===== src/hw/rtl/far_pkg.sv =====
package far_pkg;

  localparam int OPERAND_WIDTH = 16;
  localparam int NUM_OUT_WIDTH = 33;
  localparam int DEN_OUT_WIDTH = 31;
  localparam int MAG_WIDTH     = 64;

  localparam logic [1:0] KIND_ADD = 2'd0;
  localparam logic [1:0] KIND_SUB = 2'd1;
  localparam logic [1:0] KIND_MUL = 2'd2;
  localparam logic [1:0] KIND_DIV = 2'd3;

  localparam logic [1:0] ST_OK       = 2'd0;
  localparam logic [1:0] ST_ZERO_DEN = 2'd1;
  localparam logic [1:0] ST_DIV_ZERO = 2'd2;

  typedef struct packed {
    logic [1:0]               kind;
    logic [OPERAND_WIDTH-1:0] num_a;
    logic [OPERAND_WIDTH-1:0] den_a;
    logic [OPERAND_WIDTH-1:0] num_b;
    logic [OPERAND_WIDTH-1:0] den_b;
  } in_item_t;

  typedef struct packed {
    logic signed [NUM_OUT_WIDTH-1:0] res_num;
    logic [DEN_OUT_WIDTH-1:0]        res_den;
    logic                            is_whole;
    logic [1:0]                      status;
  } out_item_t;

endpackage


===== src/hw/rtl/far_div.sv =====
module far_div (
  input  logic                           clk,
  input  logic                           rst,
  input  logic                           start,
  input  logic [far_pkg::MAG_WIDTH-1:0]  dividend,
  input  logic [far_pkg::MAG_WIDTH-1:0]  divisor,
  output logic                           done,
  output logic [far_pkg::MAG_WIDTH-1:0]  quot,
  output logic [far_pkg::MAG_WIDTH-1:0]  rem
);
  import far_pkg::*;

  localparam int CW = $clog2(MAG_WIDTH + 1);

  logic [CW-1:0]        cnt;
  logic                 busy;
  logic [MAG_WIDTH-1:0] dvs;

  always_ff @(posedge clk) begin
    done <= 1'b0;
    if (rst) begin
      busy <= 1'b0;
      cnt  <= '0;
    end else if (start) begin
      busy <= 1'b1;
      cnt  <= CW'(MAG_WIDTH);
      quot <= dividend;
      rem  <= '0;
      dvs  <= divisor;
    end else if (busy) begin
      if ({rem, quot[MAG_WIDTH-1]} >= {1'b0, dvs}) begin
        rem <= MAG_WIDTH'({rem, quot[MAG_WIDTH-1]} - {1'b0, dvs});
        quot <= {quot[MAG_WIDTH-2:0], 1'b1};
      end else begin
        rem <= {rem[MAG_WIDTH-2:0], quot[MAG_WIDTH-1]};
        quot <= {quot[MAG_WIDTH-2:0], 1'b0};
      end
      cnt <= cnt - 1'b1;
      if (cnt == CW'(1)) begin
        busy <= 1'b0;
        done <= 1'b1;
      end
    end
  end

  a_done_not_start: assert property (@(posedge clk) disable iff (rst)
    start |=> !done) else $error("divider done right after start");
  a_busy_cnt: assert property (@(posedge clk) disable iff (rst)
    busy |-> cnt != '0) else $error("divider busy with zero count");
  a_done_fall: assert property (@(posedge clk) disable iff (rst)
    done |-> !busy) else $error("divider done while busy");

endmodule


===== src/hw/rtl/fraction_arith_reduce.sv =====
// Each item passes S_MUL, S_SUM, S_GCD (Euclid remainder steps), S_DN and S_DQ
// to S_OUT; a zero-denominator or divide-by-zero item goes from S_MUL to S_OUT.
// Each Euclid step and the two final divisions share one bit-serial 64-bit
// divider, one quotient bit a cycle.
// One item at a time: in_ready is low from accept until the result is taken,
// so a new item is accepted only after the last result is taken. Reset (rst,
// synchronous, active high) returns the sequencer to idle.
module fraction_arith_reduce (
  input  logic               clk,
  input  logic               rst,
  input  logic               in_valid,
  output logic               in_ready,
  input  far_pkg::in_item_t  in_data,
  output logic               out_valid,
  input  logic               out_ready,
  output far_pkg::out_item_t out_data
);
  import far_pkg::*;

  localparam logic [2:0] S_IDLE = 3'd0;
  localparam logic [2:0] S_MUL  = 3'd1;
  localparam logic [2:0] S_SUM  = 3'd2;
  localparam logic [2:0] S_GCD  = 3'd3;
  localparam logic [2:0] S_DN   = 3'd4;
  localparam logic [2:0] S_DQ   = 3'd5;
  localparam logic [2:0] S_OUT  = 3'd6;

  logic [2:0] state;
  logic [1:0] kind;
  logic signed [OPERAND_WIDTH-1:0] a, b, c, d;
  logic signed [2*OPERAND_WIDTH-1:0] p0, p1, p2;
  logic signed [2*OPERAND_WIDTH+1:0] n;
  logic [MAG_WIDTH-1:0] un, uq, gx, gy;
  logic neg;
  logic wait_div;

  logic div_start, div_done;
  logic [MAG_WIDTH-1:0] div_a, div_b, div_q, div_r;

  far_div u_div (
    .clk(clk), .rst(rst), .start(div_start), .dividend(div_a), .divisor(div_b),
    .done(div_done), .quot(div_q), .rem(div_r)
  );

  assign in_ready  = (state == S_IDLE);
  assign out_valid = (state == S_OUT);

  always_comb begin
    div_a = gx;
    div_b = gy;
    if (state == S_DN) begin
      div_a = un;
      div_b = gx;
    end else if (state == S_DQ) begin
      div_a = uq;
      div_b = gx;
    end
  end

  logic signed [2*OPERAND_WIDTH+1:0] qx;
  logic [MAG_WIDTH-1:0] nm;
  assign qx = (kind == KIND_DIV) ? (2*OPERAND_WIDTH+2)'(p2)
                                 : (2*OPERAND_WIDTH+2)'(p1);
  assign nm = neg ? MAG_WIDTH'(-un) : un;

  always_comb begin
    case (kind)
      KIND_ADD: n = (2*OPERAND_WIDTH+2)'(p0) + (2*OPERAND_WIDTH+2)'(p2);
      KIND_SUB: n = (2*OPERAND_WIDTH+2)'(p0) - (2*OPERAND_WIDTH+2)'(p2);
      default:  n = (2*OPERAND_WIDTH+2)'(p0);
    endcase
  end

  always_ff @(posedge clk) begin
    div_start <= 1'b0;
    if (rst) begin
      state    <= S_IDLE;
      wait_div <= 1'b0;
    end else begin
      case (state)
        S_IDLE: begin
          if (in_valid) begin
            kind  <= in_data.kind;
            a     <= OPERAND_WIDTH'(in_data.num_a);
            b     <= OPERAND_WIDTH'(in_data.den_a);
            c     <= OPERAND_WIDTH'(in_data.num_b);
            d     <= OPERAND_WIDTH'(in_data.den_b);
            state <= S_MUL;
          end
        end
        S_MUL: begin
          if (b == '0 || d == '0) begin
            out_data <= '{res_num: '0, res_den: '0, is_whole: 1'b0, status: ST_ZERO_DEN};
            state <= S_OUT;
          end else if (kind == KIND_DIV && c == '0) begin
            out_data <= '{res_num: '0, res_den: '0, is_whole: 1'b0, status: ST_DIV_ZERO};
            state <= S_OUT;
          end else begin
            p0 <= (kind == KIND_MUL) ? a * c : a * d;
            p1 <= b * d;
            p2 <= b * c;
            state <= S_SUM;
          end
        end
        S_SUM: begin
          neg <= (n < 0) != (qx < 0);
          un  <= MAG_WIDTH'(n < 0 ? -n : n);
          uq  <= MAG_WIDTH'(qx < 0 ? -qx : qx);
          gx  <= MAG_WIDTH'(n < 0 ? -n : n);
          gy  <= MAG_WIDTH'(qx < 0 ? -qx : qx);
          state <= S_GCD;
        end
        S_GCD: begin
          if (!wait_div) begin
            if (gy == '0) begin
              div_start <= 1'b1;
              wait_div  <= 1'b1;
              state     <= S_DN;
            end else begin
              div_start <= 1'b1;
              wait_div  <= 1'b1;
            end
          end else if (div_done) begin
            gx <= gy;
            gy <= div_r;
            wait_div <= 1'b0;
          end
        end
        S_DN: begin
          if (div_done) begin
            un <= div_q;
            div_start <= 1'b1;
            state <= S_DQ;
          end
        end
        S_DQ: begin
          if (div_done) begin
            wait_div <= 1'b0;
            out_data <= '{res_num: NUM_OUT_WIDTH'(nm),
                          res_den: DEN_OUT_WIDTH'(div_q),
                          is_whole: (div_q == MAG_WIDTH'(1)),
                          status: ST_OK};
            state <= S_OUT;
          end
        end
        S_OUT: begin
          if (out_ready) state <= S_IDLE;
        end
        default: state <= S_IDLE;
      endcase
    end
  end

  a_ready_excl: assert property (@(posedge clk) disable iff (rst)
    !(in_ready && out_valid)) else $error("ready while result pending");
  a_err_zero: assert property (@(posedge clk) disable iff (rst)
    out_valid && out_data.status != ST_OK |-> out_data.res_den == '0)
    else $error("error result with nonzero denominator");
  a_den_pos: assert property (@(posedge clk) disable iff (rst)
    out_valid && out_data.status == ST_OK |-> out_data.res_den != '0)
    else $error("ok result with zero denominator");

endmodule

===== config.mk =====
export PLATFORM = sky130hd
export DESIGN_NAME = fraction_arith_reduce
export DESIGN_NICKNAME = d
export VERILOG_FILES = /design/src/hw/rtl/far_pkg.sv /design/src/hw/rtl/far_div.sv /design/src/hw/rtl/fraction_arith_reduce.sv
export SDC_FILE = /design/constraint.sdc
export NUM_CORES = 2
export LEC_CHECK = 0
export ABC_AREA = 1
export BUFFER_PORTS_ARGS = -buffer_cell sky130_fd_sc_hd__buf_4
export CAP_MARGIN = 15
export CORE_UTILIZATION = 66
export CTS_CLUSTER_SIZE = 25
export DETAILED_ROUTE_END_ITERATION = 7
export PLACE_DENSITY = 0.81
export RECOVER_POWER = 100
export SYNTH_ARGS = -nofsm -noshare
export SYNTH_HDL_FRONTEND = slang
export SYNTH_SLANG_ARGS = --single-unit
export TNS_END_PERCENT = 10

===== constraint.sdc =====
create_clock -name clk -period 13.2 [get_ports clk]
set_input_delay 1.32 -clock clk [delete_from_list [all_inputs] [get_ports clk]]
set_output_delay 1.32 -clock clk [all_outputs]
set_load 0.01 [all_outputs]

==> results.sh <==
export IMPL_dpl_worst_slack_ns=6.32
export IMPL_drc=2
export IMPL_worstPathRequired_ns=13.41
export IMPL_initial_core_util=0.666
export IMPL_syn_area_um2=78800
export IMPL_rsz0062_at_grt="no"
export IMPL_path_class="reg2reg"
export IMPL_dp_hpwl_um=173000
export IMPL_cts_max_path_buffers=3
export IMPL_die_w_um=347
export IMPL_fmax_mhz=114
export IMPL_outcome="complete, but fails checks"
export IMPL_row_count=126
export IMPL_area_growth_pct=5.90
export IMPL_drive_gt1_frac=0.0322
export IMPL_routed_via_density=5.74
export IMPL_grt_pass1_wl_um=356000
export IMPL_postSynth_asyncResetShare=0
export IMPL_track_usage=0.383
export IMPL_synth_edff_count=678
export IMPL_r2r_start="kind[1]$_DFFE_PP_"
export IMPL_clock_latency_ns=0.71
export IMPL_htreeDepth=3
export IMPL_post_cts_resized=0
export IMPL_tightest_slew_ns=4.35
export IMPL_gp_congestion=1.02
export IMPL_min_period_ns=8.78
export IMPL_cts_sinks=692
export IMPL_worst_r2r_setup_slack_ns=4.42
export IMPL_start_kind="flip-flop"
export IMPL_postCtsSetupBuffers=0
export IMPL_antenna_found_initial=7
export IMPL_fp_dieH_um=347
export IMPL_ys_seq_elements=692
export IMPL_hp_class="reg2reg"
export IMPL_cts_tree="done"
export IMPL_slew_violations=1728
export IMPL_holdBufCountCts=0
export IMPL_drt_iter0_drc=6108
export IMPL_ant_nets=0
export IMPL_hp_start="u_div.cnt[6]$_SDFFE_PP0N_"
export IMPL_overflow=0
export IMPL_synth_main_ff_cell="edfxtp_1"
export IMPL_worst_slack_ns=4.42
export IMPL_io_pins=139
export IMPL_dr_pass1_iters=8
export IMPL_netlist_instances=9518
export IMPL_yosysWarnings=0
export IMPL_grt_max_degree=112
export IMPL_grt_pass1_vias=66200
export IMPL_violations="DRC, capacitance limit, slew limit"
export IMPL_clk_pin_slew_ns=0.08
export IMPL_core_um2=118000
export IMPL_wl_per_cell_um=20.4
export IMPL_hold_ws_ns=0.467
export IMPL_numCtsBuffers=81
export IMPL_port_buffers=138
export IMPL_die_area_um2=121000
export IMPL_yosysSeqAreaShare=0.262
export IMPL_min_delay_path_depth=2
export IMPL_fin_worst_skew_ns=0.0678
export IMPL_crit_path_end_kind="flip-flop"
export IMPL_cap_violations=35
export IMPL_routed_wl_um=227000
export IMPL_post_route_period_util=0.665
export IMPL_hold_path_end="u_div.cnt[6]$_SDFFE_PP0N_"
export IMPL_r2r_end="p1[14]$_DFFE_PP_"
export IMPL_dr_total_vias=63700
export IMPL_synth_cell_types=64
export IMPL_hold_viol_final=0
export IMPL_crit_arrival_ns=8.99
export IMPL_slew_headroom=-1.90
export IMPL_postSynthAreaPerCell_um2=8.28
export IMPL_fin_setup_tns_ns=0
export IMPL_nets=11000
export IMPL_r2r_cells=8
export IMPL_path_max_fanout=65
export IMPL_finalSetupViolCount=0
export IMPL_clock_root_buffer="clkbuf_16"
metal layers:
| metal | GRT usage | part of all wire | vias up |
|---|---|---|---|
| met5 | 0 | 0.00022 | - |
| met4 | 0.244 | 0.076 | 8 |
| met3 | 0.0705 | 0.094 | 875 |
| met2 | 0.637 | 0.48 | 3422 |
| met1 | 0.460 | 0.35 | 30600 |
| li1 | - | - | 28800 |
stage by stage:
step | cells | cell area, um2 | util
3_5_place_dp | 10900 | 81100 | 0.686
6_report | 11100 | 83400 | 0.705
5_1_grt | 11100 | 83400 | 0.705
4_1_cts | 11100 | 83900 | 0.710
2_1_floorplan | 9549 | 78900 | -
3_3_place_gp | 10900 | 81100 | 0.686
worst max-delay path, stage by stage, from the launching register on:
cell and delay (ns):
edfxtp_1 0.69, nand2_2 0.13, clkbuf_1 1.84, nor2_1 0.12, nor2_1 0.67, nand3_1 0.27, nor2_4 0.13, clkbuf_1 1.65
clkbuf_1 2.66
flip-flops by register name, summed over array words and instances, names as in the netlist, 64 cells and up:
register / flops
gx: 64
gy: 64
out_data: 67
u_div.dvs: 64
u_div.quot: 64
u_div.rem: 64
un: 64
uq: 64
cell usage in the layout (no fill, tap or decap), types with 101 or more instances in the layout:
cell type	instances
nor2_1	581
nand3_1	186
edfxtp_1	678
a21oi_1	408
ha_1	430
xor2_1	148
nand2_1	2070
clkbuf_1	114
inv_1	2459
xnor2_1	101
fa_1	1050
o21ai_0	538
cell families (layout without fill, tap and decap cells):
logic type / count (synthesis) / after routing / share of synthesized area
flip-flops: 692 / 692 / 0.262
multiplexers: 7 / 7 / 0.000890
buffers and inverters: 2847 / 2849 / 0.137
other: 1 / 34 / 0.0000476
AO/OA/AOI/OAI: 1173 / 1173 / 0.0807
adder cells (fa/ha/maj): 1480 / 1480 / 0.335
XOR/XNOR: 249 / 249 / 0.0278
AND/OR/NAND/NOR: 3069 / 3069 / 0.157
how the worst max path moves through the flow:
stage / start / end / cells past startpoint
2_1_floorplan: rst / u_div.quot[0]$_DFFE_PP_ / 1
3_3_place_gp: a[10]$_DFFE_PP_ / p0[20]$_DFFE_PP_ / 21
3_5_place_dp: a[10]$_DFFE_PP_ / p0[20]$_DFFE_PP_ / 21
4_1_cts: a[10]$_DFFE_PP_ / p0[20]$_DFFE_PP_ / 21
5_1_grt: kind[1]$_DFFE_PP_ / p1[13]$_DFFE_PP_ / 8
6_report: kind[1]$_DFFE_PP_ / p1[14]$_DFFE_PP_ / 8
Yosys cell counts, types with 11 or more instances:
library cell  number  area [um2]
xnor2_1          101         885
nand3_1          186         931
buf_1             19        71.3
o21ai_0          513        2570
xor2_1           147        1290
clkbuf_1         329        1230
nand3b_1          11        82.6
fa_1            1050       21000
ha_1             430        5380
o22ai_1           47         294
a21boi_0          11        82.6
dfxtp_1           14         280
o21ai_1           42         210
a21o_1            22         165
nor4_1            51         319
o21bai_1          16         120
buf_2             23         115
or2_2             18         113
a21oi_1          406        2030
nor3_1            54         270
nor2_1           581        2180
nand2_1         2068        7760
edfxtp_1         678       20400
o21a_1            24         180
a31oi_1           33         206
inv_1           2459        9230
nand4_1           64         400
cell type report:
cell class | count | area, um2
repair buffers | 234 | 1380
flip-flops and latches | 692 | 20600
diodes | 2 | 5.00
multi-input cells | 6010 | 47400
inverters | 2466 | 9260
well taps | 1536 | 1920
clock buffers | 99 | 2150
clock inverters | 50 | 644
fillers | 9283 | 34800
Power is not shown: default switching activity piles up to over one toggle a cycle in this logic, so the estimate is an artifact.
